### config.mk
export PLATFORM = sky130hd
export DESIGN_NAME = grid_boundary_row_reducer_core
export DESIGN_NICKNAME = d
export VERILOG_FILES = /design/src/hw/rtl/grb_pkg.sv /design/src/hw/rtl/grb_cfg_regs.sv /design/src/hw/rtl/grb_divider.sv /design/src/hw/rtl/grid_boundary_row_reducer_core.sv
export SDC_FILE = /design/constraint.sdc
export NUM_CORES = 2
export LEC_CHECK = 0
export BUFFER_PORTS_ARGS = -buffer_cell sky130_fd_sc_hd__clkbuf_2
export CORE_ASPECT_RATIO = 0.8
export CORE_UTILIZATION = 35
export DETAILED_ROUTE_END_ITERATION = 7
export PLACE_DENSITY = 0.49
export SYNTH_ARGS = -nofsm -noshare
export SYNTH_HDL_FRONTEND = slang
export SYNTH_HIERARCHICAL = 1
export SYNTH_SLANG_ARGS = --single-unit
export TNS_END_PERCENT = 20
### constraint.sdc
create_clock -name clk -period 8.85 [get_ports clk]
set_input_delay 0.885 -clock clk [delete_from_list [all_inputs] [get_ports clk]]
set_output_delay 0.885 -clock clk [all_outputs]
set_load 0.005 [all_outputs]
### src/hw/rtl/grb_pkg.sv
// Package for the grid boundary row reducer.
// Holds word types, field widths, register indexes and command codes.
// No dependencies.
`timescale 1ns / 1ps
`default_nettype none

package grb_pkg;

    // Field widths
    localparam int SIDE_W  = 9;    // grid_side register
    localparam int PLANE_W = 17;   // plane_size register
    localparam int IDX_W   = 24;   // row number, column, full index
    localparam int VAL_W   = 64;
    localparam int SLOT_W  = 26;   // slot field
    localparam int CNT16_W = 16;   // per-row kept count

    // Divider sizing: widest dividend is the full index p (< 2^41),
    // widest divisor is the interior plane size (n0-2)^2 (< 2^18).
    localparam int DIV_W  = 41;
    localparam int DSR_W  = 18;
    localparam int STEP_W = 6;

    // Default for the entry slot counter width
    localparam int SLOT_BITS_DEF = 26;

    // APB address width (two registers, word spaced)
    localparam int ADDR_W = 3;
    localparam int DATA_W = 32;

    // Register indexes (paddr[2])
    localparam logic REG_GRID_SIDE  = 1'b0;
    localparam logic REG_PLANE_SIZE = 1'b1;

    // Register reset values and clamps
    localparam logic [SIDE_W-1:0]  SIDE_RST  = 9'd3;
    localparam logic [PLANE_W-1:0] PLANE_RST = 17'd9;
    localparam logic [SIDE_W-1:0]  SIDE_MIN  = 9'd3;

    // Command codes
    localparam logic CMD_ROW   = 1'b0;
    localparam logic CMD_ENTRY = 1'b1;

    // Input word
    typedef struct packed {
        logic              command;
        logic [IDX_W-1:0]  row_index;
        logic [IDX_W-1:0]  column;
        logic [VAL_W-1:0]  value_bits;
        logic              last_entry;
    } item_t;

    // Result word
    typedef struct packed {
        logic                kind;
        logic [IDX_W-1:0]    full_index;
        logic                kept;
        logic [IDX_W-1:0]    reduced_column;
        logic [VAL_W-1:0]    value_out;
        logic [SLOT_W-1:0]   slot;
        logic [CNT16_W-1:0]  row_kept_count;
        logic                row_done;
    } result_t;

    // Effective grid geometry handed from the register block
    typedef struct packed {
        logic [SIDE_W-1:0]  n0;    // side, at least 3
        logic [PLANE_W-1:0] nn;    // plane size, at least 1
        logic [SIDE_W-1:0]  w;     // interior side n0-2
        logic [DSR_W-1:0]   nnn;   // interior plane w*w
    } grid_t;

endpackage

`default_nettype wire

### src/hw/rtl/grb_cfg_regs.sv
// APB register block for the grid boundary row reducer.
// Holds grid_side and plane_size and derives the effective geometry.
// Depends on grb_pkg.
`timescale 1ns / 1ps
`default_nettype none

module grb_cfg_regs (
    input  wire logic                        clk,
    input  wire logic                        rst_n,
    input  wire logic                        psel,
    input  wire logic                        penable,
    input  wire logic                        pwrite,
    input  wire logic [grb_pkg::ADDR_W-1:0]  paddr,
    input  wire logic [grb_pkg::DATA_W-1:0]  pwdata,
    output logic      [grb_pkg::DATA_W-1:0]  prdata,
    output logic                             pready,
    output grb_pkg::grid_t                   grid
);

    logic [grb_pkg::SIDE_W-1:0]  side_reg;
    logic [grb_pkg::PLANE_W-1:0] plane_reg;
    logic [grb_pkg::DSR_W-1:0]   nnn_reg;
    logic [grb_pkg::DSR_W-1:0]   nnn_next;
    logic [grb_pkg::SIDE_W-1:0]  n0;
    logic [grb_pkg::PLANE_W-1:0] nn;
    logic [grb_pkg::SIDE_W-1:0]  w;
    logic                        wr_en;

    assign pready = 1'b1;
    assign wr_en  = psel && penable && pwrite;

    // Register writes
    always_ff @(posedge clk or negedge rst_n)
    begin
        if (!rst_n)
        begin
            side_reg  <= grb_pkg::SIDE_RST;
            plane_reg <= grb_pkg::PLANE_RST;
        end
        else if (wr_en)
        begin
            unique case (paddr[2])
                grb_pkg::REG_GRID_SIDE:  side_reg  <= pwdata[grb_pkg::SIDE_W-1:0];
                grb_pkg::REG_PLANE_SIZE: plane_reg <= pwdata[grb_pkg::PLANE_W-1:0];
                default: ;
            endcase
        end
    end

    // Read back
    always_comb
    begin
        unique case (paddr[2])
            grb_pkg::REG_GRID_SIDE:  prdata = grb_pkg::DATA_W'(side_reg);
            grb_pkg::REG_PLANE_SIZE: prdata = grb_pkg::DATA_W'(plane_reg);
            default:                 prdata = '0;
        endcase
    end

    // Clamp: side below 3 acts as 3, plane size 0 acts as 1
    assign n0 = (side_reg < grb_pkg::SIDE_MIN) ? grb_pkg::SIDE_MIN : side_reg;
    assign nn = (plane_reg == '0) ? grb_pkg::PLANE_W'(1) : plane_reg;
    assign w  = n0 - grb_pkg::SIDE_W'(2);

    // Interior plane size, registered after the multiply
    assign nnn_next = grb_pkg::DSR_W'(w) * grb_pkg::DSR_W'(w);

    always_ff @(posedge clk)
    begin
        nnn_reg <= nnn_next;
    end

    assign grid.n0  = n0;
    assign grid.nn  = nn;
    assign grid.w   = w;
    assign grid.nnn = nnn_reg;

endmodule

`default_nettype wire

### src/hw/rtl/grb_divider.sv
// Shared iterative restoring divider, one quotient bit per cycle.
// Runs as many steps as the nbits input asks for.
// Depends on grb_pkg.
`timescale 1ns / 1ps
`default_nettype none

module grb_divider (
    input  wire logic                        clk,
    input  wire logic                        rst_n,
    input  wire logic                        start,
    input  wire logic [grb_pkg::DIV_W-1:0]   dividend,
    input  wire logic [grb_pkg::DSR_W-1:0]   divisor,
    input  wire logic [grb_pkg::STEP_W-1:0]  nbits,
    output logic                             done,
    output logic      [grb_pkg::DIV_W-1:0]   quotient,
    output logic      [grb_pkg::DSR_W-1:0]   remainder
);

    logic                        busy_reg;
    logic                        busy_next;
    logic [grb_pkg::STEP_W-1:0]  cnt_reg;
    logic [grb_pkg::STEP_W-1:0]  cnt_next;
    logic [grb_pkg::DIV_W-1:0]   quo_reg;
    logic [grb_pkg::DIV_W-1:0]   quo_next;
    logic [grb_pkg::DSR_W-1:0]   rem_reg;
    logic [grb_pkg::DSR_W-1:0]   rem_next;
    logic [grb_pkg::DSR_W-1:0]   dsr_reg;
    logic [grb_pkg::DSR_W-1:0]   dsr_next;
    logic [grb_pkg::DSR_W:0]     part;
    logic [grb_pkg::DSR_W:0]     trial;
    logic                        fits;
    logic [grb_pkg::STEP_W-1:0]  pre_shift;

    assign done      = busy_reg && (cnt_reg == '0);
    assign quotient  = quo_reg;
    assign remainder = rem_reg;

    // One restoring step
    assign part  = {rem_reg, quo_reg[grb_pkg::DIV_W-1]};
    assign fits  = (part >= {1'b0, dsr_reg});
    assign trial = part - {1'b0, dsr_reg};

    // Align the dividend so its top significant bit enters first
    assign pre_shift = grb_pkg::STEP_W'(grb_pkg::DIV_W) - nbits;

    always_comb
    begin
        busy_next = busy_reg;
        cnt_next  = cnt_reg;
        quo_next  = quo_reg;
        rem_next  = rem_reg;
        dsr_next  = dsr_reg;
        priority if (start)
        begin
            busy_next = 1'b1;
            cnt_next  = nbits;
            quo_next  = dividend << pre_shift;
            rem_next  = '0;
            dsr_next  = divisor;
        end
        else if (done)
        begin
            busy_next = 1'b0;
        end
        else if (busy_reg)
        begin
            cnt_next = cnt_reg - grb_pkg::STEP_W'(1);
            quo_next = {quo_reg[grb_pkg::DIV_W-2:0], fits};
            rem_next = fits ? trial[grb_pkg::DSR_W-1:0] : part[grb_pkg::DSR_W-1:0];
        end
    end

    // Control state
    always_ff @(posedge clk or negedge rst_n)
    begin
        if (!rst_n)
        begin
            busy_reg <= 1'b0;
            cnt_reg  <= '0;
        end
        else
        begin
            busy_reg <= busy_next;
            cnt_reg  <= cnt_next;
        end
    end

    // Datapath
    always_ff @(posedge clk)
    begin
        quo_reg <= quo_next;
        rem_reg <= rem_next;
        dsr_reg <= dsr_next;
    end

endmodule

`default_nettype wire

### src/hw/rtl/grid_boundary_row_reducer_core.sv
// Grid boundary row reducer: top level with the item sequencer.
// Instantiates grb_cfg_regs and grb_divider; depends on grb_pkg.
//
// One word in, one word out. A row-begin word (command 0) is split into
// interior coordinates, turned into a full-grid index p and face tested;
// an entry word (command 1) has its column face tested and, when interior,
// renumbered to the interior index with the entry slot pre-incremented.
// All divisions and remainders by the grid side and plane size go through
// one restoring divider taking one bit per cycle, so latency is set by its
// step count; a row begin runs 41-bit index divides, and a word finishes
// early when a face is hit. Input is stalled from accept until the result
// is loaded into the output register; the next word can be taken while
// that result waits on result_stall.
// grid_side and plane_size are written over APB at byte addresses 0 and 4.
`timescale 1ns / 1ps
`default_nettype none

module grid_boundary_row_reducer_core #(
    parameter int SLOT_BITS = grb_pkg::SLOT_BITS_DEF
) (
    input  wire logic                        clk,
    input  wire logic                        rst_n,
    // APB configuration
    input  wire logic                        psel,
    input  wire logic                        penable,
    input  wire logic                        pwrite,
    input  wire logic [grb_pkg::ADDR_W-1:0]  paddr,
    input  wire logic [grb_pkg::DATA_W-1:0]  pwdata,
    output logic      [grb_pkg::DATA_W-1:0]  prdata,
    output logic                             pready,
    // Input words
    input  wire logic                        item_valid,
    output logic                             item_stall,
    input  wire grb_pkg::item_t              item,
    // Result words
    output logic                             result_valid,
    input  wire logic                        result_stall,
    output grb_pkg::result_t                 result
);

    localparam int SLOT_EXT_W = (SLOT_BITS > grb_pkg::SLOT_W) ? SLOT_BITS : grb_pkg::SLOT_W;
    localparam int MUL_A_W    = grb_pkg::IDX_W;
    localparam int PROD_W     = MUL_A_W + grb_pkg::DSR_W;

    typedef enum logic [12:0] {
        ST_IDLE = 13'b0000000000001,
        ST_PREP = 13'b0000000000010,
        ST_R1   = 13'b0000000000100,   // mm / nnn
        ST_R2   = 13'b0000000001000,   // r / w
        ST_R3   = 13'b0000000010000,   // j*n0 + i
        ST_R4   = 13'b0000000100000,   // k*nn + acc -> p
        ST_F1   = 13'b0000001000000,   // t % n0
        ST_F2   = 13'b0000010000000,   // t / nn, t % nn
        ST_F3   = 13'b0000100000000,   // (a - x) / n0
        ST_F4   = 13'b0001000000000,   // s / nn
        ST_C1   = 13'b0010000000000,   // (y-1)*w + (x-1)
        ST_C2   = 13'b0100000000000,   // (z-1)*nnn + acc
        ST_FIN  = 13'b1000000000000
    } state_t;

    grb_pkg::grid_t grid;

    state_t                          state_reg;
    state_t                          state_next;
    logic                            launched_reg;
    logic                            launched_next;
    grb_pkg::item_t                  item_reg;
    grb_pkg::item_t                  item_next;
    logic                            keep_reg;
    logic                            keep_next;
    logic [grb_pkg::IDX_W-1:0]       k_reg;
    logic [grb_pkg::IDX_W-1:0]       k_next;
    logic [grb_pkg::DIV_W-1:0]       acc_reg;
    logic [grb_pkg::DIV_W-1:0]       acc_next;
    logic [grb_pkg::DIV_W-1:0]       t_reg;
    logic [grb_pkg::DIV_W-1:0]       t_next;
    logic [grb_pkg::SIDE_W-1:0]      x_reg;
    logic [grb_pkg::SIDE_W-1:0]      x_next;
    logic [grb_pkg::PLANE_W-1:0]     y_reg;
    logic [grb_pkg::PLANE_W-1:0]     y_next;
    logic [grb_pkg::DIV_W-1:0]       qnn_reg;
    logic [grb_pkg::DIV_W-1:0]       qnn_next;
    logic [grb_pkg::DIV_W-1:0]       z_reg;
    logic [grb_pkg::DIV_W-1:0]       z_next;

    logic [SLOT_BITS-1:0]            entry_slot_reg;
    logic [SLOT_BITS-1:0]            entry_slot_next;
    logic [grb_pkg::IDX_W-1:0]       vec_slot_reg;
    logic [grb_pkg::IDX_W-1:0]       vec_slot_next;
    logic [grb_pkg::CNT16_W-1:0]     row_kept_reg;
    logic [grb_pkg::CNT16_W-1:0]     row_kept_next;

    logic                            result_valid_reg;
    logic                            result_valid_next;
    grb_pkg::result_t                result_reg;
    grb_pkg::result_t                result_next;

    // Divider hookup
    logic                            div_start;
    logic                            div_done;
    logic                            div_fin;
    logic [grb_pkg::DIV_W-1:0]       div_dividend;
    logic [grb_pkg::DSR_W-1:0]       div_divisor;
    logic [grb_pkg::STEP_W-1:0]      div_nbits;
    logic [grb_pkg::DIV_W-1:0]       div_q;
    logic [grb_pkg::DSR_W-1:0]       div_rem;

    // Multiply-add
    logic [MUL_A_W-1:0]              mul_a;
    logic [grb_pkg::DSR_W-1:0]       mul_b;
    logic [grb_pkg::DIV_W-1:0]       mul_c;
    logic [PROD_W-1:0]               mul_p;
    logic [grb_pkg::DIV_W-1:0]       mac;

    // Helpers
    logic                            accept;
    logic                            is_div_state;
    logic                            out_free;
    logic [grb_pkg::IDX_W-1:0]       mm;
    logic [grb_pkg::STEP_W-1:0]      t_bits;
    logic [grb_pkg::SIDE_W-1:0]      n0_top;
    logic [grb_pkg::PLANE_W-1:0]     y_top;
    logic [grb_pkg::SIDE_W-1:0]      x_new;
    logic [grb_pkg::PLANE_W-1:0]     a_new;
    logic [grb_pkg::PLANE_W-1:0]     y_new;
    logic [grb_pkg::DIV_W-1:0]       z_new;
    logic [SLOT_BITS-1:0]            entry_inc;
    logic [SLOT_EXT_W-1:0]           entry_ext;
    logic [grb_pkg::CNT16_W-1:0]     row_kept_inc;

    grb_cfg_regs u_cfg (
        .clk     (clk),
        .rst_n   (rst_n),
        .psel    (psel),
        .penable (penable),
        .pwrite  (pwrite),
        .paddr   (paddr),
        .pwdata  (pwdata),
        .prdata  (prdata),
        .pready  (pready),
        .grid    (grid)
    );

    grb_divider u_div (
        .clk       (clk),
        .rst_n     (rst_n),
        .start     (div_start),
        .dividend  (div_dividend),
        .divisor   (div_divisor),
        .nbits     (div_nbits),
        .done      (div_done),
        .quotient  (div_q),
        .remainder (div_rem)
    );

    assign item_stall   = (state_reg != ST_IDLE);
    assign accept       = item_valid && (state_reg == ST_IDLE);
    assign result_valid = result_valid_reg;
    assign result       = result_reg;
    assign out_free     = !result_valid_reg || !result_stall;

    // Zero-based row number; row 0 treated as row 1
    assign mm     = (item_reg.row_index == '0) ? '0
                  : item_reg.row_index - grb_pkg::IDX_W'(1);
    assign t_bits = (item_reg.command == grb_pkg::CMD_ROW)
                  ? grb_pkg::STEP_W'(grb_pkg::DIV_W) : grb_pkg::STEP_W'(grb_pkg::IDX_W);
    assign n0_top = grid.n0 - grb_pkg::SIDE_W'(1);
    assign y_top  = grb_pkg::PLANE_W'(grid.n0) - grb_pkg::PLANE_W'(1);

    // Divider results in the terms of the face test
    assign x_new = div_rem[grb_pkg::SIDE_W-1:0];
    assign a_new = div_rem[grb_pkg::PLANE_W-1:0];
    assign y_new = div_q[grb_pkg::PLANE_W-1:0];
    assign z_new = qnn_reg + grb_pkg::DIV_W'(div_q[grb_pkg::SIDE_W-1:0]);

    // Launch a divide once on entering a divide state, then wait for done
    assign is_div_state = (state_reg == ST_R1) || (state_reg == ST_R2)
                       || (state_reg == ST_F1) || (state_reg == ST_F2)
                       || (state_reg == ST_F3) || (state_reg == ST_F4);
    assign div_start    = is_div_state && !launched_reg;
    assign div_fin      = is_div_state && launched_reg && div_done;

    // Divider operand select
    always_comb
    begin
        div_dividend = '0;
        div_divisor  = grb_pkg::DSR_W'(1);
        div_nbits    = grb_pkg::STEP_W'(grb_pkg::DIV_W);
        unique case (state_reg)
            ST_R1:
            begin
                div_dividend = grb_pkg::DIV_W'(mm);
                div_divisor  = grid.nnn;
                div_nbits    = grb_pkg::STEP_W'(grb_pkg::IDX_W);
            end
            ST_R2:
            begin
                div_dividend = grb_pkg::DIV_W'(div_rem);
                div_divisor  = grb_pkg::DSR_W'(grid.w);
                div_nbits    = grb_pkg::STEP_W'(grb_pkg::DSR_W);
            end
            ST_F1:
            begin
                div_dividend = t_reg;
                div_divisor  = grb_pkg::DSR_W'(grid.n0);
                div_nbits    = t_bits;
            end
            ST_F2:
            begin
                div_dividend = t_reg;
                div_divisor  = grb_pkg::DSR_W'(grid.nn);
                div_nbits    = t_bits;
            end
            ST_F3:
            begin
                // a >= x is checked before this divide is entered
                div_dividend = grb_pkg::DIV_W'(a_new - grb_pkg::PLANE_W'(x_reg));
                div_divisor  = grb_pkg::DSR_W'(grid.n0);
                div_nbits    = grb_pkg::STEP_W'(grb_pkg::PLANE_W);
            end
            ST_F4:
            begin
                div_dividend = grb_pkg::DIV_W'(x_new);
                div_divisor  = grb_pkg::DSR_W'(grid.nn);
                div_nbits    = grb_pkg::STEP_W'(grb_pkg::SIDE_W);
            end
            default: ;
        endcase
    end

    // Multiply-add operand select
    always_comb
    begin
        mul_a = '0;
        mul_b = '0;
        mul_c = '0;
        unique case (state_reg)
            ST_R3:
            begin
                mul_a = MUL_A_W'(div_q[grb_pkg::SIDE_W-1:0]) + MUL_A_W'(1);
                mul_b = grb_pkg::DSR_W'(grid.n0);
                mul_c = grb_pkg::DIV_W'(div_rem[grb_pkg::SIDE_W-1:0])
                      + grb_pkg::DIV_W'(1);
            end
            ST_R4:
            begin
                mul_a = k_reg;
                mul_b = grb_pkg::DSR_W'(grid.nn);
                mul_c = acc_reg;
            end
            ST_C1:
            begin
                mul_a = MUL_A_W'(y_reg - grb_pkg::PLANE_W'(1));
                mul_b = grb_pkg::DSR_W'(grid.w);
                mul_c = grb_pkg::DIV_W'(x_reg - grb_pkg::SIDE_W'(1));
            end
            ST_C2:
            begin
                mul_a = z_reg[MUL_A_W-1:0] - MUL_A_W'(1);
                mul_b = grid.nnn;
                mul_c = grb_pkg::DIV_W'(acc_reg[grb_pkg::IDX_W-1:0]);
            end
            default: ;
        endcase
    end

    assign mul_p = PROD_W'(mul_a) * PROD_W'(mul_b);
    assign mac   = mul_p[grb_pkg::DIV_W-1:0] + mul_c;

    // Counter helpers
    assign entry_inc    = entry_slot_reg + SLOT_BITS'(1);
    assign row_kept_inc = (row_kept_reg == '1) ? row_kept_reg
                        : row_kept_reg + grb_pkg::CNT16_W'(1);
    assign entry_ext    = keep_reg ? SLOT_EXT_W'(entry_inc) : SLOT_EXT_W'(entry_slot_reg);

    // Sequencer
    always_comb
    begin
        state_next        = state_reg;
        launched_next     = launched_reg;
        item_next         = item_reg;
        keep_next         = keep_reg;
        k_next            = k_reg;
        acc_next          = acc_reg;
        t_next            = t_reg;
        x_next            = x_reg;
        y_next            = y_reg;
        qnn_next          = qnn_reg;
        z_next            = z_reg;
        entry_slot_next   = entry_slot_reg;
        vec_slot_next     = vec_slot_reg;
        row_kept_next     = row_kept_reg;
        result_valid_next = result_valid_reg && result_stall;
        result_next       = result_reg;

        if (div_start)
        begin
            launched_next = 1'b1;
        end
        if (div_fin)
        begin
            launched_next = 1'b0;
        end

        unique case (state_reg)
            ST_IDLE:
            begin
                if (accept)
                begin
                    item_next  = item;
                    t_next     = grb_pkg::DIV_W'(item.column);
                    state_next = ST_PREP;
                end
            end
            ST_PREP:
            begin
                state_next = (item_reg.command == grb_pkg::CMD_ROW) ? ST_R1 : ST_F1;
            end
            ST_R1:
            begin
                if (div_fin)
                begin
                    k_next     = div_q[grb_pkg::IDX_W-1:0] + grb_pkg::IDX_W'(1);
                    state_next = ST_R2;
                end
            end
            ST_R2:
            begin
                if (div_fin)
                begin
                    state_next = ST_R3;
                end
            end
            ST_R3:
            begin
                acc_next   = mac;
                state_next = ST_R4;
            end
            ST_R4:
            begin
                t_next     = mac;
                state_next = ST_F1;
            end
            ST_F1:
            begin
                if (div_fin)
                begin
                    x_next = x_new;
                    if ((x_new == '0) || (x_new == n0_top))
                    begin
                        keep_next  = 1'b0;
                        state_next = ST_FIN;
                    end
                    else
                    begin
                        state_next = ST_F2;
                    end
                end
            end
            ST_F2:
            begin
                if (div_fin)
                begin
                    qnn_next = div_q;
                    // a < x gives a negative numerator, so y truncates to 0
                    if (a_new < grb_pkg::PLANE_W'(x_reg))
                    begin
                        keep_next  = 1'b0;
                        state_next = ST_FIN;
                    end
                    else
                    begin
                        state_next = ST_F3;
                    end
                end
            end
            ST_F3:
            begin
                if (div_fin)
                begin
                    y_next = y_new;
                    if ((y_new == '0) || (y_new == y_top))
                    begin
                        keep_next  = 1'b0;
                        state_next = ST_FIN;
                    end
                    else
                    begin
                        state_next = ST_F4;
                    end
                end
            end
            ST_F4:
            begin
                if (div_fin)
                begin
                    z_next = z_new;
                    if ((z_new == '0) || (z_new == grb_pkg::DIV_W'(n0_top)))
                    begin
                        keep_next  = 1'b0;
                        state_next = ST_FIN;
                    end
                    else if (item_reg.command == grb_pkg::CMD_ROW)
                    begin
                        keep_next  = 1'b1;
                        state_next = ST_FIN;
                    end
                    else
                    begin
                        keep_next  = 1'b1;
                        state_next = ST_C1;
                    end
                end
            end
            ST_C1:
            begin
                acc_next   = mac;
                state_next = ST_C2;
            end
            ST_C2:
            begin
                acc_next   = mac;
                state_next = ST_FIN;
            end
            ST_FIN:
            begin
                if (out_free)
                begin
                    result_valid_next        = 1'b1;
                    result_next.kind         = item_reg.command;
                    result_next.kept         = keep_reg;
                    result_next.value_out    = item_reg.value_bits;
                    if (item_reg.command == grb_pkg::CMD_ROW)
                    begin
                        result_next.full_index     = t_reg[grb_pkg::IDX_W-1:0];
                        result_next.reduced_column = '0;
                        result_next.slot           = grb_pkg::SLOT_W'(vec_slot_reg);
                        result_next.row_kept_count = '0;
                        result_next.row_done       = 1'b0;
                        row_kept_next              = '0;
                        if (keep_reg)
                        begin
                            vec_slot_next = vec_slot_reg + grb_pkg::IDX_W'(1);
                        end
                    end
                    else
                    begin
                        result_next.full_index     = '0;
                        result_next.reduced_column = keep_reg
                                                   ? acc_reg[grb_pkg::IDX_W-1:0] : '0;
                        result_next.slot           = entry_ext[grb_pkg::SLOT_W-1:0];
                        result_next.row_kept_count = keep_reg ? row_kept_inc : row_kept_reg;
                        result_next.row_done       = item_reg.last_entry;
                        if (keep_reg)
                        begin
                            entry_slot_next = entry_inc;
                            row_kept_next   = row_kept_inc;
                        end
                    end
                    state_next = ST_IDLE;
                end
            end
            default:
            begin
                state_next = ST_IDLE;
            end
        endcase
    end

    // Control state and counters
    always_ff @(posedge clk or negedge rst_n)
    begin
        if (!rst_n)
        begin
            state_reg        <= ST_IDLE;
            launched_reg     <= 1'b0;
            result_valid_reg <= 1'b0;
            entry_slot_reg   <= '0;
            vec_slot_reg     <= '0;
            row_kept_reg     <= '0;
        end
        else
        begin
            state_reg        <= state_next;
            launched_reg     <= launched_next;
            result_valid_reg <= result_valid_next;
            entry_slot_reg   <= entry_slot_next;
            vec_slot_reg     <= vec_slot_next;
            row_kept_reg     <= row_kept_next;
        end
    end

    // Working registers and output word
    always_ff @(posedge clk)
    begin
        item_reg   <= item_next;
        keep_reg   <= keep_next;
        k_reg      <= k_next;
        acc_reg    <= acc_next;
        t_reg      <= t_next;
        x_reg      <= x_next;
        y_reg      <= y_next;
        qnn_reg    <= qnn_next;
        z_reg      <= z_next;
        result_reg <= result_next;
    end

endmodule

`default_nettype wire

==> results by group <==
Timing
  • Tcrit/Tclk final: 97.2%
  • Worst slew margin: 9.90%
  • Fin Clk Skew: 34.9 ps
  • Worst slew pin tran: 1340 ps
  • Unrepaired setup endpoints after global routing: true
  • Min Tclk post-route: 8600 ps
  • Final worst slack: 252 ps
  • Final Hold Fails: 0
  • Pins over their slew limit: 0
  • Fmax: 116 MHz
  • Setup violators final: 0

Global routing
  • First-pass GRT wire length: 249000 µm
  • Tot GR Track Use: 23.1%
  • Grt ovf: 0
  • Vias in the first global route: 37.8k
  • Initial antenna violation count: 9
  • Largest net degree at the start of global routing: 68

Logic synthesis
  • Number of synthesized flops with an enable pin: 504
  • Synthesized area: 50100 µm²
  • Top cells by area, synth: edfxtp_1 (30%), fa_1 (17%), dfrtp_1 (5.4%), ha_1 (4.9%), inv_1 (4.8%)
  • Area share of the largest cell type after synthesis: 30.2%
  • Post-Syn Instances: 4909
  • Cell taking the most area after synthesis: edfxtp_1
  • Async set-reset flop share out of synthesis: 17.5%
  • Number of library cell types mapped by synthesis: 117
  • Most frequent cells after synthesis: inv_1 (637), nand2_1 (606), edfxtp_1 (504)
  • Primary FF master, synth: edfxtp_1
  • Cell with the most instances after synthesis: inv_1
  • Seq/Total Area, Yosys: 37.3%
  • Synthesized area per cell: 10.2 µm²
  • Ys Warns: 6
  • Yosys reg bits: 653

Critical path
  • FF-to-FF path depth: 31
  • Critical Path RT: 9270 ps
  • CP delay by family, top: adder cells
  • Endpoint type of the worst setup path: flop
  • CP startpoint: state_reg[0]
  • Slowest stage cell, crit path: or4_4
  • Slowest stage delay, CP: 570 ps
  • Max FO, Critical Path: 7
  • Buf/Inv on CP: 8
  • Worst R2R Setup Slack: 250 ps
  • Top cell by count, worst path: fa_1
  • Worst Setup Path Type: flop to flop
  • R2r startpoint: state_reg[0]
  • CP startpoint kind: flop
  • Reg2reg end: t_reg[38]
  • Crit path DAT: 9020 ps

Detailed routing
  • WL/cell: 22.5 µm
  • Vias: 38.9k
  • DR pass1 iterations: 7
  • Routed WL: 169000 µm
  • Post-route DRC: 0
  • DRT iter0 DRCs: 3912
  • DR vias/cell: 5.18
  • DRT antenna net count: 0

Clocking
  • CTS Buf Count: 76
  • CTS H-Tree Depth: 3
  • Cts hold-fix bufs: 0
  • TritonCTS clock tree: built
  • Clock Root Buffer: clkbuf_16
  • Worst skew pair latency: 690 ps
  • Buffer depth of the longest clock path: 3
  • Clock transition at the registers of the reported paths: 60 ps
  • Sink Count: 653

Layout
  • Final Util: 42.8%
  • Final instance area: 60600 µm²
  • Share of layout cells above drive strength 1: 21.0%
  • Max reg flops: 157
  • Finished Layout Cells: 7503
  • P&R area growth vs syn: 20.8%
  • Nets@finish: 6340

Floorplanning
  • Core Rows: 123
  • Io pins: 348
  • Die ar.: 145000 µm²
  • Core Footprint: 141000 µm²
  • Initial Util: 35.5%
  • Die X: 425 µm
  • Die span in y: 341 µm

Placed design
  • # port buffers: 314
  • HPWL after detailed placement: 135000 µm
  • GPL Wtd Cong: 0.936
  • Placed Instances: 7308
  • DP Worst Slack: -427 ps
  • Cell Area, Placed: 57000 µm²

Job
  • Maxcap violations: 0

Outcome
  • Status: complete, no violations

Pwr
  • Worst VDD drop: 0.383 mV
  • Cell area power density: 206 nW/µm²
  • Leak: 0.0264 µW

Worst hold path
  • Min-Delay Path Class: input pin to asynchronous set/reset pin
==> stage by stage <==
step / hold WS (ps) / power, µW / setup TNS, ps
after global placement: 400 / 9210 / -1830
after floorplan: 400 / 7660 / 0
after CTS: 270 / 12500 / 0
after global routing: 318 / 13200 / -122
final: 289 / 12500 / 0
after detailed placement: 405 / 9260 / -2040
==> where the power goes <==
group          leakage, µW  internal (µW)  switching [µW]
logic               0.0188           1930            3050
registers          0.00636           3910             423
clock network      0.00120           1820            1370
==> per-layer routing <==
metal	GRT usage (%)	wire (µm)
met5	0.229	8
met4	4.40	2980
met3	3.52	13300
met2	33.3	71100
met1	36.2	81800
==> cells by family after synthesis <==
family / count (synthesis) / synth area share [%]
other: 3 / 0.0225
AOI/OAI and AO/OA: 717 / 10.3
xor gates and xnor gates: 318 / 5.60
and+or+nand+nor: 1580 / 14.5
muxes: 132 / 3.41
buffers and inverters: 882 / 7.01
DFF: 653 / 37.3
adders and majority gates: 624 / 22.0
==> area by class of cell <==
class	count	area [µm²]
clock inverter	42	430
timing repair buffer	799	5850
sequential	653	18700
fill	13600	80900
antenna	5	12.5
clock buffer	99	2070
multi-input combinational	3391	28800
inverter	639	2400
tap	1875	2350
==> timing repair <==
action,in CTS,in global routing
resized for setup,25,129
endpoints found under the setup margin,14,29
cloned,1,2
endpoints found under the hold margin,0,0
pin swaps,13,84
setup buffers,9,38
==> how the worst max path moves through the flow <==
| stage | slack (ps) | cells after the start | endpoint |
|---|---|---|---|
| floorplan | 7 | 32 | t_reg[38] |
| global placement | -410 | 33 | t_reg[38] |
| detailed placement | -430 | 32 | t_reg[38] |
| CTS | 3 | 33 | t_reg[38] |
| global route | -70 | 33 | t_reg[38] |
| finish | 250 | 31 | t_reg[38] |
==> cell usage in the layout (no fill, tap or decap), types with 59 or more instances in the layout <==
cell	synthesis	final
nand3_1	95	91
inv_1	637	631
xnor2_1	193	191
clkbuf_16	0	80
o21ai_0	110	95
clkbuf_2	1	313
a21o_1	77	77
buf_4	23	426
and3_1	66	63
fa_1	427	415
nand2_1	606	601
dfrtp_1	109	109
nor3_1	65	59
xor2_1	122	120
edfxtp_1	504	504
and2_1	62	59
a21oi_1	147	137
ha_1	197	190
mux2_2	67	67
nor2_1	449	437
(Power assumes the default switching activity.)
